<file path="config.mk">
export PLATFORM = sky130hd
export DESIGN_NAME = waypoint_steering_controller
export DESIGN_NICKNAME = d
export VERILOG_FILES = /design/src/hw/rtl/wsc_pkg.sv /design/src/hw/rtl/wsc_ram.sv /design/src/hw/rtl/wsc_front.sv /design/src/hw/rtl/wsc_queue.sv /design/src/hw/rtl/wsc_back.sv /design/src/hw/rtl/waypoint_steering_controller.sv
export SDC_FILE = /design/constraint.sdc
export NUM_CORES = 2
export LEC_CHECK = 0
export BUFFER_PORTS_ARGS = -buffer_cell sky130_fd_sc_hd__buf_2
export CORE_ASPECT_RATIO = 1.25
export CORE_MARGIN = 3
export CORE_UTILIZATION = 54
export DETAILED_ROUTE_END_ITERATION = 10
export PLACE_DENSITY = 0.7
export SKIP_CTS_REPAIR_TIMING = 1
export SYNTH_ARGS = -nofsm -noshare
export SYNTH_HDL_FRONTEND = slang
export SYNTH_SLANG_ARGS = --single-unit
</file>
<file path="constraint.sdc">
create_clock -name clk -period 11 [get_ports clk]
set_input_delay 1.1 -clock clk [delete_from_list [all_inputs] [get_ports clk]]
set_output_delay 1.1 -clock clk [all_outputs]
set_load 0.005 [all_outputs]
</file>
<file path="src/hw/rtl/wsc_pkg.sv">
// ---------------------------------------------------------------------------
// wsc_pkg
// Shared types, codes and constants of the waypoint steering controller.
// ---------------------------------------------------------------------------
package wsc_pkg;

	// item and command codes
	localparam logic OP_LOAD    = 1'b0;
	localparam logic OP_STEP    = 1'b1;
	localparam logic CMD_DRIVE  = 1'b0;
	localparam logic CMD_FINISH = 1'b1;

	// fixed field widths
	localparam int COORD_W = 12;
	localparam int DIFF_W  = 14;
	localparam int HEAD_W  = 15;
	localparam int ROBOT_W = 8;

	// arithmetic widths and constants
	localparam int SQRT_STEPS = 20;
	localparam int XW         = 34;
	localparam int ZW         = 27;
	localparam int REL_W      = 19;
	localparam int WHL_W      = 22;
	localparam int ATAN_W     = 23;

	// job handed from front to back
	typedef struct packed {
		logic                     finished;
		logic [ROBOT_W-1:0]       robot;
		logic signed [HEAD_W-1:0] heading;
		logic signed [DIFF_W-1:0] dx;
		logic signed [DIFF_W-1:0] dy;
	} job_t;

	// completion report from back to front
	typedef struct packed {
		logic done;
		logic advance;
	} back_status_t;

	// one result item
	typedef struct packed {
		logic [ROBOT_W-1:0] robot;
		logic               kind;
		logic [7:0]         sx;
		logic [7:0]         sy;
		logic               last;
	} result_t;

	// arctangent of 2^-i in 1/65536 degree
	function automatic logic [ATAN_W-1:0] atan_entry(input logic [4:0] idx);
		logic [ATAN_W-1:0] v;
		case (idx)
			5'd0:    v = 23'd2949120;
			5'd1:    v = 23'd1740967;
			5'd2:    v = 23'd919879;
			5'd3:    v = 23'd466945;
			5'd4:    v = 23'd234379;
			5'd5:    v = 23'd117304;
			5'd6:    v = 23'd58665;
			5'd7:    v = 23'd29335;
			5'd8:    v = 23'd14668;
			5'd9:    v = 23'd7334;
			5'd10:   v = 23'd3667;
			5'd11:   v = 23'd1833;
			5'd12:   v = 23'd917;
			5'd13:   v = 23'd458;
			5'd14:   v = 23'd229;
			5'd15:   v = 23'd115;
			5'd16:   v = 23'd57;
			5'd17:   v = 23'd29;
			5'd18:   v = 23'd14;
			5'd19:   v = 23'd7;
			5'd20:   v = 23'd4;
			5'd21:   v = 23'd2;
			5'd22:   v = 23'd1;
			default: v = 23'd0;
		endcase
		return v;
	endfunction

endpackage

</file>
<file path="src/hw/rtl/wsc_ram.sv">
// ---------------------------------------------------------------------------
// wsc_ram
// Generic single-write, single-read RAM with registered read data.
// ---------------------------------------------------------------------------
module wsc_ram #(
	parameter int WIDTH = 24,
	parameter int DEPTH = 16
) (
	input  logic                     clk,
	input  logic                     we,
	input  logic [$clog2(DEPTH)-1:0] waddr,
	input  logic [WIDTH-1:0]         wdata,
	input  logic [$clog2(DEPTH)-1:0] raddr,
	output logic [WIDTH-1:0]         rdata
);

	logic [WIDTH-1:0] mem_q [DEPTH];

	// write port and registered read
	always_ff @(posedge clk) begin
		if (we) begin
			mem_q[waddr] <= wdata;
		end
		rdata <= mem_q[raddr];
	end

endmodule

</file>
<file path="src/hw/rtl/wsc_front.sv">
// ---------------------------------------------------------------------------
// wsc_front
// Accepts items, keeps the path and position, and turns each step into a job.
// ---------------------------------------------------------------------------
module wsc_front import wsc_pkg::*; #(
	parameter int MAX_WAYPOINTS = 16
) (
	input  logic                     clk,
	input  logic                     arst_n,
	input  logic                     in_valid,
	output logic                     in_stall,
	input  logic                     opcode,
	input  logic                     path_start,
	input  logic signed [12:0]       point_x,
	input  logic signed [12:0]       point_y,
	input  logic signed [HEAD_W-1:0] heading,
	input  logic [ROBOT_W-1:0]       robot_number,
	input  back_status_t             status,
	output logic                     push_valid,
	input  logic                     push_ready,
	output job_t                     push_job
);

	localparam int AW = $clog2(MAX_WAYPOINTS);
	localparam int LW = $clog2(MAX_WAYPOINTS + 1);

	logic [LW-1:0]          len_q, tidx_q, len_eff;
	logic signed [12:0]     pos_x_q, pos_y_q;
	logic                   busy_q, pend_s1;
	logic [ROBOT_W-1:0]     robot_s1;
	logic signed [HEAD_W-1:0] heading_s1;
	logic                   accept, load, step, we;
	logic [2*COORD_W-1:0]   wdata, rdata;
	logic [COORD_W-1:0]     wp_x, wp_y;

	assign accept  = in_valid && !busy_q;
	assign load    = accept && (opcode == OP_LOAD);
	assign step    = accept && (opcode == OP_STEP);
	assign in_stall = busy_q;

	// clamp negative waypoint coordinates to zero
	assign wp_x  = point_x[12] ? '0 : point_x[COORD_W-1:0];
	assign wp_y  = point_y[12] ? '0 : point_y[COORD_W-1:0];
	assign wdata = {wp_x, wp_y};
	assign len_eff = path_start ? '0 : len_q;
	assign we      = load && (len_eff < LW'(MAX_WAYPOINTS));

	wsc_ram #(.WIDTH(2*COORD_W), .DEPTH(MAX_WAYPOINTS)) u_path (
		.clk   (clk),
		.we    (we),
		.waddr (len_eff[AW-1:0]),
		.wdata (wdata),
		.raddr (tidx_q[AW-1:0]),
		.rdata (rdata)
	);

	// path bookkeeping, position and busy flag
	always_ff @(posedge clk or negedge arst_n) begin
		if (!arst_n) begin
			len_q   <= '0;
			tidx_q  <= '0;
			pos_x_q <= '0;
			pos_y_q <= '0;
			busy_q  <= 1'b0;
			pend_s1 <= 1'b0;
		end else begin
			if (load) begin
				if (we) begin
					len_q <= len_eff + LW'(1);
				end else begin
					len_q <= len_eff;
				end
				if (path_start) begin
					tidx_q <= '0;
				end
			end
			if (status.advance) begin
				tidx_q <= tidx_q + LW'(1);
			end
			if (step) begin
				if (!(point_x == -13'sd1 && point_y == -13'sd1)) begin
					pos_x_q <= point_x;
					pos_y_q <= point_y;
				end
				busy_q  <= 1'b1;
				pend_s1 <= 1'b1;
			end else if (status.done) begin
				busy_q <= 1'b0;
			end
			if (push_valid && push_ready) begin
				pend_s1 <= 1'b0;
			end
		end
	end

	// hold step payload for the job
	always_ff @(posedge clk) begin
		if (step) begin
			robot_s1   <= robot_number;
			heading_s1 <= heading;
		end
	end

	// build the job from the waypoint read
	assign push_valid       = pend_s1;
	assign push_job.finished = (tidx_q >= len_q);
	assign push_job.robot    = robot_s1;
	assign push_job.heading  = heading_s1;
	assign push_job.dx = $signed({2'b00, rdata[2*COORD_W-1:COORD_W]})
		- $signed({pos_x_q[12], pos_x_q});
	assign push_job.dy = $signed({2'b00, rdata[COORD_W-1:0]})
		- $signed({pos_y_q[12], pos_y_q});

endmodule

</file>
<file path="src/hw/rtl/wsc_queue.sv">
// ---------------------------------------------------------------------------
// wsc_queue
// Two-entry job queue between front and back.
// ---------------------------------------------------------------------------
module wsc_queue import wsc_pkg::*; (
	input  logic clk,
	input  logic arst_n,
	input  logic push_valid,
	output logic push_ready,
	input  job_t push_job,
	output logic pop_valid,
	input  logic pop,
	output job_t pop_job
);

	job_t       mem_q [2];
	logic       wr_ptr_q, rd_ptr_q;
	logic [1:0] count_q;
	logic       do_push, do_pop;

	assign push_ready = (count_q != 2'd2);
	assign pop_valid  = (count_q != 2'd0);
	assign pop_job    = mem_q[rd_ptr_q];
	assign do_push    = push_valid && push_ready;
	assign do_pop     = pop && pop_valid;

	// pointers and fill level
	always_ff @(posedge clk or negedge arst_n) begin
		if (!arst_n) begin
			wr_ptr_q <= 1'b0;
			rd_ptr_q <= 1'b0;
			count_q  <= '0;
		end else begin
			if (do_push) begin
				wr_ptr_q <= !wr_ptr_q;
			end
			if (do_pop) begin
				rd_ptr_q <= !rd_ptr_q;
			end
			if (do_push && !do_pop) begin
				count_q <= count_q + 2'd1;
			end else if (do_pop && !do_push) begin
				count_q <= count_q - 2'd1;
			end
		end
	end

	// store entries
	always_ff @(posedge clk) begin
		if (do_push) begin
			mem_q[wr_ptr_q] <= push_job;
		end
	end

endmodule

</file>
<file path="src/hw/rtl/wsc_back.sv">
// ---------------------------------------------------------------------------
// wsc_back
// Carries out jobs: distance, bearing by CORDIC, wheel speeds, result items.
// ---------------------------------------------------------------------------
module wsc_back import wsc_pkg::*; #(
	parameter int CORDIC_STEPS = 16
) (
	input  logic               clk,
	input  logic               arst_n,
	input  logic [COORD_W-1:0] threshold,
	input  logic               pop_valid,
	output logic               pop,
	input  job_t               pop_job,
	output back_status_t       status,
	output logic               out_valid,
	input  logic               out_stall,
	output result_t            result
);

	localparam int NSTEP = (CORDIC_STEPS > SQRT_STEPS) ? CORDIC_STEPS : SQRT_STEPS;
	localparam int CW    = $clog2(NSTEP + 1);
	localparam logic [16:0] RECIP3 = 17'd43691;

	typedef enum logic [10:0] {
		ST_IDLE  = 11'b00000000001,
		ST_MUL   = 11'b00000000010,
		ST_SUM   = 11'b00000000100,
		ST_INIT  = 11'b00000001000,
		ST_RUN   = 11'b00000010000,
		ST_POST  = 11'b00000100000,
		ST_DIV   = 11'b00001000000,
		ST_WHEEL = 11'b00010000000,
		ST_DRV   = 11'b00100000000,
		ST_FIN0  = 11'b01000000000,
		ST_FIN1  = 11'b10000000000
	} state_t;

	state_t                 state_q;
	job_t                   job_q;
	logic [25:0]            sqx_q, sqy_q;
	logic [23:0]            thr2_q;
	logic [26:0]            d2_q;
	logic signed [XW-1:0]   x_q, y_q;
	logic signed [ZW-1:0]   z_q;
	logic                   zero_q, reached_q;
	logic [39:0]            n_q;
	logic [22:0]            rem_q;
	logic [SQRT_STEPS-1:0]  root_q;
	logic [CW-1:0]          cnt_q;
	logic signed [REL_W-1:0] rel_q;
	logic [14:0]            s_q;
	logic [33:0]            prod_q;
	logic [7:0]             sx_q, sy_q;
	logic                   out_free;

	logic signed [27:0]     sqx_c, sqy_c;
	logic signed [DIFF_W:0] vx, vy;
	logic signed [XW-1:0]   x0, y0, xs, ys;
	logic signed [ZW-1:0]   zt, atan_z;
	logic [22:0]            rem_sh, trial;
	logic signed [REL_W-1:0] rel_c;
	logic [22:0]            s5;
	logic [19:0]            s_raw;
	logic [REL_W-1:0]       mag;
	logic [16:0]            two_mag;
	logic [33:0]            prod_c;
	logic signed [WHL_W-1:0] s22, rel22, third, wx, wy;

	assign out_free = !out_valid || !out_stall;
	assign pop      = (state_q == ST_IDLE) && pop_valid;

	// report the final result of a job
	always_comb begin
		status.done    = 1'b0;
		status.advance = 1'b0;
		case (state_q)
			ST_DRV: begin
				status.done    = out_free;
				status.advance = out_free && reached_q;
			end
			ST_FIN1: status.done = out_free;
			default: ;
		endcase
	end

	// squares and the CORDIC start vector
	assign sqx_c = job_q.dx * job_q.dx;
	assign sqy_c = job_q.dy * job_q.dy;
	assign vx    = -$signed({job_q.dx[DIFF_W-1], job_q.dx});
	assign vy    = -$signed({job_q.dy[DIFF_W-1], job_q.dy});
	assign x0    = XW'(vx) <<< 16;
	assign y0    = XW'(vy) <<< 16;

	// one CORDIC micro-rotation and one root digit
	assign xs     = x_q >>> cnt_q;
	assign ys     = y_q >>> cnt_q;
	assign atan_z = $signed(ZW'(atan_entry(5'(cnt_q))));
	assign rem_sh = {rem_q[20:0], n_q[39:38]};
	assign trial  = {1'b0, root_q, 2'b01};

	// bearing, relative yaw wrap and speed scale
	always_comb begin
		if (zero_q) begin
			zt = '0;
		end else if (z_q < 0) begin
			zt = -((-z_q) >>> 10);
		end else begin
			zt = z_q >>> 10;
		end
		rel_c = REL_W'(zt) - REL_W'(job_q.heading);
		if (rel_c < -19'sd5760) begin
			rel_c = rel_c + 19'sd23040;
		end
		if (rel_c > 19'sd11520) begin
			rel_c = rel_c - 19'sd23040;
		end
		if (rel_c < -19'sd11520) begin
			rel_c = rel_c + 19'sd23040;
		end
		s5    = {3'b000, root_q} + {1'b0, root_q, 2'b00};
		s_raw = s5[22:3];
	end

	// two thirds of the relative yaw through a reciprocal
	assign mag     = rel_q[REL_W-1] ? REL_W'(-rel_q) : REL_W'(rel_q);
	assign two_mag = {mag[15:0], 1'b0};
	assign prod_c  = two_mag * RECIP3;

	// wheel speeds with dead band and floors
	always_comb begin
		s22   = $signed({7'b0, s_q});
		rel22 = WHL_W'(rel_q);
		third = rel_q[REL_W-1] ? -$signed({5'b0, prod_q[33:17]})
			: $signed({5'b0, prod_q[33:17]});
		if (rel_q < -19'sd192) begin
			wx = s22 + (rel22 <<< 2);
			wy = s22 + third;
			if (wx < 22'sd1920) wx = 22'sd1920;
			if (wy < 22'sd2560) wy = 22'sd2560;
		end else if (rel_q > 19'sd192) begin
			wx = s22 - third;
			wy = s22 - (rel22 <<< 2);
			if (wx < 22'sd2560) wx = 22'sd2560;
			if (wy < 22'sd1920) wy = 22'sd1920;
		end else begin
			wx = (s22 < 22'sd2560) ? 22'sd2560 : s22;
			wy = wx;
		end
	end

	// sequencer
	always_ff @(posedge clk or negedge arst_n) begin
		if (!arst_n) begin
			state_q   <= ST_IDLE;
			out_valid <= 1'b0;
			cnt_q     <= '0;
			reached_q <= 1'b0;
		end else begin
			if (!out_stall) begin
				out_valid <= 1'b0;
			end
			case (state_q)
				ST_IDLE: begin
					if (pop_valid) begin
						reached_q <= 1'b0;
						state_q   <= pop_job.finished ? ST_FIN0 : ST_MUL;
					end
				end
				ST_MUL: state_q <= ST_SUM;
				ST_SUM: state_q <= ST_INIT;
				ST_INIT: begin
					cnt_q <= '0;
					if (d2_q < 27'(thr2_q)) begin
						reached_q <= 1'b1;
						state_q   <= ST_DRV;
					end else begin
						state_q <= ST_RUN;
					end
				end
				ST_RUN: begin
					cnt_q <= cnt_q + CW'(1);
					if (cnt_q == CW'(NSTEP - 1)) begin
						state_q <= ST_POST;
					end
				end
				ST_POST:  state_q <= ST_DIV;
				ST_DIV:   state_q <= ST_WHEEL;
				ST_WHEEL: state_q <= ST_DRV;
				ST_DRV: begin
					if (out_free) begin
						out_valid <= 1'b1;
						state_q   <= ST_IDLE;
					end
				end
				ST_FIN0: begin
					if (out_free) begin
						out_valid <= 1'b1;
						state_q   <= ST_FIN1;
					end
				end
				ST_FIN1: begin
					if (out_free) begin
						out_valid <= 1'b1;
						state_q   <= ST_IDLE;
					end
				end
				default: state_q <= ST_IDLE;
			endcase
		end
	end

	// datapath registers
	always_ff @(posedge clk) begin
		case (state_q)
			ST_IDLE: begin
				if (pop_valid) begin
					job_q <= pop_job;
				end
			end
			ST_MUL: begin
				sqx_q  <= 26'(sqx_c);
				sqy_q  <= 26'(sqy_c);
				thr2_q <= threshold * threshold;
			end
			ST_SUM: d2_q <= 27'(sqx_q) + 27'(sqy_q);
			ST_INIT: begin
				zero_q <= (job_q.dx == '0) && (job_q.dy == '0);
				n_q    <= {1'b0, d2_q, 12'b0};
				rem_q  <= '0;
				root_q <= '0;
				if (vx < 0) begin
					x_q <= -x0;
					y_q <= -y0;
					z_q <= (vy >= 0) ? 27'sd11796480 : -27'sd11796480;
				end else begin
					x_q <= x0;
					y_q <= y0;
					z_q <= '0;
				end
				sx_q <= '0;
				sy_q <= '0;
			end
			ST_RUN: begin
				if (cnt_q < CW'(CORDIC_STEPS)) begin
					if (y_q >= 0) begin
						x_q <= x_q + ys;
						y_q <= y_q - xs;
						z_q <= z_q + atan_z;
					end else begin
						x_q <= x_q - ys;
						y_q <= y_q + xs;
						z_q <= z_q - atan_z;
					end
				end
				if (cnt_q < CW'(SQRT_STEPS)) begin
					n_q <= {n_q[37:0], 2'b00};
					if (rem_sh >= trial) begin
						rem_q  <= rem_sh - trial;
						root_q <= {root_q[SQRT_STEPS-2:0], 1'b1};
					end else begin
						rem_q  <= rem_sh;
						root_q <= {root_q[SQRT_STEPS-2:0], 1'b0};
					end
				end
			end
			ST_POST: begin
				rel_q <= rel_c;
				s_q   <= (s_raw > 20'd16320) ? 15'd16320 : s_raw[14:0];
			end
			ST_DIV: prod_q <= prod_c;
			ST_WHEEL: begin
				sx_q <= wx[13:6];
				sy_q <= wy[13:6];
			end
			default: ;
		endcase
	end

	// output register
	always_ff @(posedge clk) begin
		if (out_free) begin
			case (state_q)
				ST_DRV: result <= '{robot: job_q.robot, kind: CMD_DRIVE,
					sx: sx_q, sy: sy_q, last: 1'b1};
				ST_FIN0: result <= '{robot: job_q.robot, kind: CMD_DRIVE,
					sx: 8'd0, sy: 8'd0, last: 1'b0};
				ST_FIN1: result <= '{robot: job_q.robot, kind: CMD_FINISH,
					sx: 8'd0, sy: 8'd0, last: 1'b1};
				default: ;
			endcase
		end
	end

endmodule

</file>
<file path="src/hw/rtl/waypoint_steering_controller.sv">
// ---------------------------------------------------------------------------
// waypoint_steering_controller
// Differential-drive waypoint follower with a stored path and CORDIC bearing.
// ---------------------------------------------------------------------------
// A load item stores a waypoint while the path has room. A step item is held
// off the input until its last result is in the output register, which an
// output stall delays. When a drive command is computed, a shared iteration
// loop runs the square root and the CORDIC side by side; a reached waypoint
// and a finished path skip that loop. The next item is taken in the cycle
// after that. The front keeps the path and position and hands each step as
// a job through a short queue to the back, which does the arithmetic and
// drives the result channel.
module waypoint_steering_controller import wsc_pkg::*; #(
	parameter int MAX_WAYPOINTS = 16,
	parameter int CORDIC_STEPS  = 16
) (
	input  logic                     clk,
	input  logic                     arst_n,
	input  logic                     cfg_wr_en,
	input  logic [COORD_W-1:0]       cfg_wr_data,
	input  logic                     in_valid,
	output logic                     in_stall,
	input  logic                     opcode,
	input  logic                     path_start,
	input  logic signed [12:0]       point_x,
	input  logic signed [12:0]       point_y,
	input  logic signed [HEAD_W-1:0] heading,
	input  logic [ROBOT_W-1:0]       robot_number,
	output logic                     out_valid,
	input  logic                     out_stall,
	output logic [ROBOT_W-1:0]       target_robot,
	output logic                     command_kind,
	output logic [7:0]               speed_x,
	output logic [7:0]               speed_y,
	output logic                     last
);

	logic [COORD_W-1:0] threshold_q;
	back_status_t       status;
	logic               push_valid, push_ready, pop_valid, pop;
	job_t               push_job, pop_job;
	result_t            result;

	// proximity threshold register
	always_ff @(posedge clk or negedge arst_n) begin
		if (!arst_n) begin
			threshold_q <= 12'd20;
		end else if (cfg_wr_en) begin
			threshold_q <= cfg_wr_data;
		end
	end

	wsc_front #(.MAX_WAYPOINTS(MAX_WAYPOINTS)) u_front (
		.clk          (clk),
		.arst_n       (arst_n),
		.in_valid     (in_valid),
		.in_stall     (in_stall),
		.opcode       (opcode),
		.path_start   (path_start),
		.point_x      (point_x),
		.point_y      (point_y),
		.heading      (heading),
		.robot_number (robot_number),
		.status       (status),
		.push_valid   (push_valid),
		.push_ready   (push_ready),
		.push_job     (push_job)
	);

	wsc_queue u_queue (
		.clk        (clk),
		.arst_n     (arst_n),
		.push_valid (push_valid),
		.push_ready (push_ready),
		.push_job   (push_job),
		.pop_valid  (pop_valid),
		.pop        (pop),
		.pop_job    (pop_job)
	);

	wsc_back #(.CORDIC_STEPS(CORDIC_STEPS)) u_back (
		.clk       (clk),
		.arst_n    (arst_n),
		.threshold (threshold_q),
		.pop_valid (pop_valid),
		.pop       (pop),
		.pop_job   (pop_job),
		.status    (status),
		.out_valid (out_valid),
		.out_stall (out_stall),
		.result    (result)
	);

	// unpack the result item
	assign target_robot = result.robot;
	assign command_kind = result.kind;
	assign speed_x      = result.sx;
	assign speed_y      = result.sy;
	assign last         = result.last;

endmodule

</file>
== Word-level counts from Yosys, hierarchy flattened ==
Memory sizes are Yosys's and may differ from the RTL's. A register that Yosys moved wholly into a read port is not among the register bits.
Index checks and enable logic that the tools add are counted.

* Add/subtract/negate cells: 32
* Multiply operators: 4
* Divide/modulo/power cells: 0
* Order comparisons: 21
* Equal/unequal tests: 22
* Shift-type cells: 2
* Muxes and demuxes: 73
* Bitwise logic cells: 2
* Reduce and logical (&&, ||, !) cells: 42

{| class="wikitable"
|+ Operators with widths
! kind !! number
|-
| $mux 34 || 6
|-
| $pmux 34 s2 || 2
|-
| $mux 14 || 9
|-
| $pmux 11 s10 || 1
|-
| $mux 27 || 4
|-
| $mux 19 || 5
|-
| $pmux 40 s2 || 1
|-
| $pmux 26 s3 || 1
|-
| $add 34x34->34 || 2
|-
| $neg 31->34 || 2
|-
| $sshr 34x5->34 || 2
|-
| $sub 34x34->34 || 2
|-
| $pmux 27 s2 || 1
|-
| $mul 14x14->26 || 2
|-
| $lt 22x12->1 const B || 2
|-
| $lt 22x13->1 const B || 2
|-
| $mux 11 || 4
|-
| $mux 21 || 2
|-
| $pmux 21 s2 || 1
|-
| $mux 40 || 1
|-
| $pmux 20 s2 || 1
|-
| $add 19x16->19 const B || 2
|-
| $ge 34x1->1 const B || 1
|-
| $mul 16x16->32 const B || 1
|-
| other kinds (74) || 141
|}

* Register bits after elaboration: 534
* Bits in latches: 0
* Memory bits (writable): 488
* Bits in read-only memories: 704
* Word-level logic and storage cells: 242
* Memories kept: 3

{| class="wikitable"
|+ Memories
! memory !! words !! bits a word !! read ports !! clocked after memory_dff !! wr ports !! line !! text
|-
| (name not given) || 32 || 22 || 1 || 0 || 0 || wsc_pkg.sv:54 || <nowiki>case (idx)</nowiki>
|-
| u_front.u_path.mem_q || 16 || 24 || 1 || 1 || 1 || wsc_ram.sv:17 || <nowiki>logic [WIDTH-1:0] mem_q [DEPTH];</nowiki>
|-
| u_queue.mem_q || 2 || 52 || 1 || 0 || 1 || wsc_queue.sv:16 || <nowiki>job_t mem_q [2];</nowiki>
|}

== Logic depth before layout (Yosys ltp) ==
* Depth after elaboration: 11
* Depth in mapped cells: 37
* Mapped depth without buffers: 33

== Hierarchy ==
Synthesis repeated with hierarchy kept, for this count alone.

* Cells, all modules: 7036
* Area, all modules: 78104.9 µm²

{| class="wikitable"
|+ By module, submodules not included
! module !! times used !! cells an instance !! area each (µm²)
|-
| wsc_back || 1 || 5816 || 54815.1
|-
| wsc_ram || 1 || 636 || 14930.6
|-
| wsc_queue || 1 || 180 || 4197.8
|-
| wsc_front || 1 || 379 || 3674.8
|-
| waypoint_steering_controller || 1 || 25 || 486.7
|}

== Least setup slack after synthesis ==
OpenSTA, ideal clock, no wires.

* Kind: reg2reg
* From: reg u_back.state_q[6]
* To: reg u_back.x_q[0] (enable)
* Arrival: 8.306 ns
* Required time: 10.320 ns
* Setup slack: 2.014 ns
* Stages on the path, launching flop included: 8
* Period minus slack after synthesis: 8.986 ns
* Path through: dfrtp_1 -> nor2_1 -> nand2_1 -> or3_1 -> nor2_1 -> nand4b_1 -> clkbuf_1 -> o21ai_0

* Longest elaborated chain between the ends: 3
* Elaborated cells on any way between the ends: 5
* Classes of those cells: eq/ne: 3; reduce/logical: 2

{| class="wikitable"
|+ RTL lines
! what !! line !! text
|-
| from (decl) || wsc_back.sv:38 || <nowiki>state_t state_q;</nowiki>
|-
| from (signal assigned) || wsc_back.sv:166 || <nowiki>state_q <= pop_job.finished ? ST_FIN0 : ST_MUL;</nowiki>
|-
| $eq 11x5->1 or $eq 11x4->1 (tied branches) || wsc_back.sv:214 || <nowiki>case (state_q)</nowiki>
|-
| $ne 2x1->1 (no line) or $reduce_bool 2->1 (tied branches) || - ||
|-
| $reduce_and 2->1 (no line) (*) || - ||
|-
| to (signal assigned) || wsc_back.sv:232 || <nowiki>x_q <= -x0;</nowiki>
|-
| to (signal assigned) || wsc_back.sv:246 || <nowiki>x_q <= x_q + ys;</nowiki>
|-
| to (signal assigned) || wsc_back.sv:250 || <nowiki>x_q <= x_q - ys;</nowiki>
|-
| to (decl) || wsc_back.sv:43 || <nowiki>logic signed [XW-1:0] x_q, y_q;</nowiki>
|}

Mark *: on every way between the ends. The rest lies on a longest branch, timed or not.
A chain may end at the register's enable or synchronous reset.

== Worst setup path after layout ==
* From: reg u_back.z_q[9]
* To: reg u_back.rel_q[15] (data pin)

* Longest elaborated chain between the ends: 11
* Elaborated cells on any way between the ends: 15
* Classes of those cells: add/sub: 6; order compare: 4; mux: 5

{| class="wikitable"
|+ RTL lines
! what !! line !! text
|-
| from (decl) || wsc_back.sv:44 || <nowiki>logic signed [ZW-1:0] z_q;</nowiki>
|-
| from (signal assigned) || wsc_back.sv:234 || <nowiki>z_q <= (vy >= 0) ? 27'sd11796480 : -27'sd11796480;</nowiki>
|-
| from (signal assigned) || wsc_back.sv:248 || <nowiki>z_q <= z_q + atan_z;</nowiki>
|-
| from (signal assigned) || wsc_back.sv:252 || <nowiki>z_q <= z_q - atan_z;</nowiki>
|-
| $neg 27->27 || wsc_back.sv:106 || <nowiki>zt = -((-z_q) >>> 10);</nowiki>
|-
| $neg 17->19 || wsc_back.sv:106 ||
|-
| $mux 19 (*) || wsc_back.sv:105 || <nowiki>end else if (z_q < 0) begin</nowiki>
|-
| $mux 19 (*) || wsc_back.sv:103 || <nowiki>if (zero_q) begin</nowiki>
|-
| $sub 19x15->19 (*) || wsc_back.sv:110 || <nowiki>rel_c = REL_W'(zt) - REL_W'(job_q.heading);</nowiki>
|-
| $add 19x16->19 or $lt 19x14->1 (tied branches) || wsc_back.sv:112, wsc_back.sv:111 ||
|-
| $mux 19 (*) || wsc_back.sv:111 || <nowiki>if (rel_c < -19'sd5760) begin</nowiki>
|-
| $sub 19x16->19 or $gt 19x15->1 (tied branches) || wsc_back.sv:115, wsc_back.sv:114 ||
|-
| $mux 19 (*) || wsc_back.sv:114 || <nowiki>if (rel_c > 19'sd11520) begin</nowiki>
|-
| $add 19x16->19 or $lt 19x15->1 (tied branches) || wsc_back.sv:118, wsc_back.sv:117 ||
|-
| $mux 19 (*) || wsc_back.sv:117 || <nowiki>if (rel_c < -19'sd11520) begin</nowiki>
|-
| net u_back.rel_c[15] || wsc_back.sv:61 || <nowiki>logic signed [REL_W-1:0] rel_c;</nowiki>
|-
| to (signal assigned) || wsc_back.sv:267 || <nowiki>rel_q <= rel_c;</nowiki>
|-
| to (decl) || wsc_back.sv:50 || <nowiki>logic signed [REL_W-1:0] rel_q;</nowiki>
|}

The timed path passes the listed nets; every way through them passes the cells marked *.

==> impl_results.md <==
* Yosys warnings at 0
* IO Pins at 96
* #FFs+latches synth at 1015
* Synth top area cells: edfxtp_1 (36%), fa_1 (13%), ha_1 (9.9%)
* Most frequent cells in the layout: edfxtp_1 (919), inv_1 (751), ha_1 (612), nand2_1 (567), fa_1 (499)
* Routed Antenna Nets at 0
* Final cycle utilization of the critical path at 0.829
* Critical Path Max Stage Delay at 0.91 ns
* Initial DRC Count at 3662
* First-pass GRT wire length at 292000 microns
* Routed wire length at 182000 microns
* Row count at 154
* Antenna cell count at 0
* Fin area at 0.0834 sq mm
* FFs w/ async S/R, synth at 0.0709
* Core box area at 0.142 sq mm
* Final max-slew violation count at 0
* Vias in the first global route at 53900
* Post-DP Area at 0.0799 sq mm
* Worst Setup Path Type: reg2reg
* Clock root buffer: clkbuf_16
* CTS Buf Count at 104
* Avg WL per Cell at 20.4 microns
* Setup violators final at 0
* WP data arrival at 9.63 ns
* Syn nets at 8100
* H-tree depth at 3
* Cell area after synthesis at 0.0774 sq mm
* Via count at 51900
* Gp weighted congestion at 0.964
* CTS tree: built
* Register area share after synthesis at 0.386
* Fin nets at 8127
* Starting Density at 0.547
* Drc violations at 0
* Chip Width at 345 microns
* Post-layout min period at 9.12 ns
* Syn avg cell area at 11.2 sq um
* Ys flop type: edfxtp_1
* Clock Tree Buf Depth at 3
* Worst Tran Pin Value at 1.22 ns
* Hold Fails Final Rpt at 0
* Max-cap violations at 0
* Max frequency at 110 MHz
* Worst hold path class: in2async
* Commonest non-fill, non-tap cell in the layout: edfxtp_1
* Share of cells above drive strength 1 at 0.0952
* Die H at 429 microns
* Req. time, crit path at 11.51 ns
* Outcome: completed
* HPWL Detailed at 133000 microns
* Die ar. at 0.148 sq mm
* Critical path peak fanout at 14
* Distinct cells, synth at 109
* Skew-Pair Late Insertion Delay at 0.77 ns
* Fillers at 11500
* PortBufs at 95
* Synth top area share at 0.356
* DR vias/cell at 5.83
* Skew final at 0.0864 ns
* Drt pass-1 iters at 6
* EDFF count, synth at 919
* Grt ovf at 0
* Crit path capture type: register
* GRT Overall Usage at 0.251
* Worst path slowest cell: o31ai_2
* Num Clock Sinks at 1015
* Largest net degree at the start of global routing at 91
* CP dominant cell by count: ha_1
* Worst-path clk slew at 0.07 ns
* Final TNS setup at 0 ns
* Antenna violations before repair at 1
* WHS at 0.274 ns
* Relative max-transition margin at 0.187
* CP Launch Type: register
* Layout area overhead at 7.76%
* Unrepaired setup endpoints after global routing: false
* Synth area leader: edfxtp_1
* Synth Instances at 6921
==> metal layers <==
layer / GRT usage / vias to the layer above / share of wire
li1: - / 24300 / -
met1: 0.306 / 25800 / 0.39
met2: 0.444 / 1392 / 0.51
met3: 0.0304 / 411 / 0.047
met4: 0.114 / 0 / 0.050
met5: 0 / - / 0
==> path summary, 6_finish.rpt <==
check	from	end	slack, ns	cells past startpoint
setup / recovery	u_back.z_q[9]	u_back.rel_q[15]	1.88	30
hold / removal	arst_n	u_back.state_q[2]	0.27	1
setup reg to reg	u_back.z_q[9]	u_back.rel_q[15]	1.88	30
hold reg to reg	u_back.job_q[49]	u_back.result[24]	0.42	0
max in group asynchronous	arst_n	u_front.tidx_q[0]	9.48	2
min in group clk	u_back.job_q[49]	u_back.result[24]	0.42	0
==> metrics by stage <==
stage                     worst slack [ns]  utilization  std cells
after global placement                2.04        0.564       8714
after CTS                             1.89        0.589       8909
after floorplan                       2.01            -       6921
after global routing                 0.983        0.589       8909
final                                 1.88        0.589       8909
after detailed placement              1.93        0.564       8714
==> critical path: cells and delay by family (launching register included) <==
family,cells,cell delay (ns)
DFF,1,0.43
buffers and inverters,1,0.23
and+or+nand+nor,12,2.95
AOI/OAI and AO/OA,11,3.61
xor gates and xnor gates,3,0.66
adders and majority gates,3,0.98
==> state kept, by name, indices dropped and copies added, names as in the netlist, 12 cells and up <==
name	flops
u_back.rem_q	21
u_back.z_q	27
u_queue.mem_q	104
u_back.s_q	15
u_front.pos_x_q	13
u_back.job_q	51
u_back.n_q	28
u_back.rel_q	19
u_back.root_q	20
u_back.thr2_q	23
u_back.result	26
u_front.u_path.rdata	24
u_back.sqx_q	25
u_front.heading_s1	15
u_front.pos_y_q	13
threshold_q	12
u_front.u_path.mem_q	384
u_back.y_q	34
u_back.sqy_q	25
u_back.x_q	34
u_back.prod_q	16
u_back.d2_q	27
==> cell type report <==
cell class                      count  area, sq um  area share
Sequential cell                  1015        29900       0.358
Tap cell                         1872         2340      0.0281
Timing Repair Buffer              158          951      0.0114
Clock buffer                      131         2780      0.0333
Inverter                          764         2870      0.0344
Clock inverter                     64          764     0.00916
Multi-Input combinational cell   4905        43800       0.525
==> Yosys cell counts, types with 179 or more instances <==
| library cell | n |
|---|---|
| a21oi_1 | 263 |
| and2_1 | 199 |
| clkbuf_1 | 181 |
| edfxtp_1 | 919 |
| fa_1 | 499 |
| ha_1 | 612 |
| inv_1 | 752 |
| mux4_2 | 179 |
| nand2_1 | 567 |
| nor2_1 | 465 |
| o21ai_0 | 319 |
| xnor2_1 | 327 |
==> kinds of logic (layout without fill, tap and decap cells) <==
logic type | after synthesis | count (layout) | share of synthesized area
XOR/XNOR | 482 | 482 | 0.0548
multiplexers | 347 | 347 | 0.0752
other | 1 | 1 | 0.0000484
buffers and inverters | 1001 | 1117 | 0.0491
adder cells (fa/ha/maj) | 1111 | 1111 | 0.228
AND/OR/NAND/NOR | 1836 | 1836 | 0.113
AO/OA/AOI/OAI | 1128 | 1128 | 0.0936
flip-flops | 1015 | 1015 | 0.386
Power is left out: the tool's default activity adds up to more than one toggle a clock period on the data nets, which glitch-free logic cannot reach.
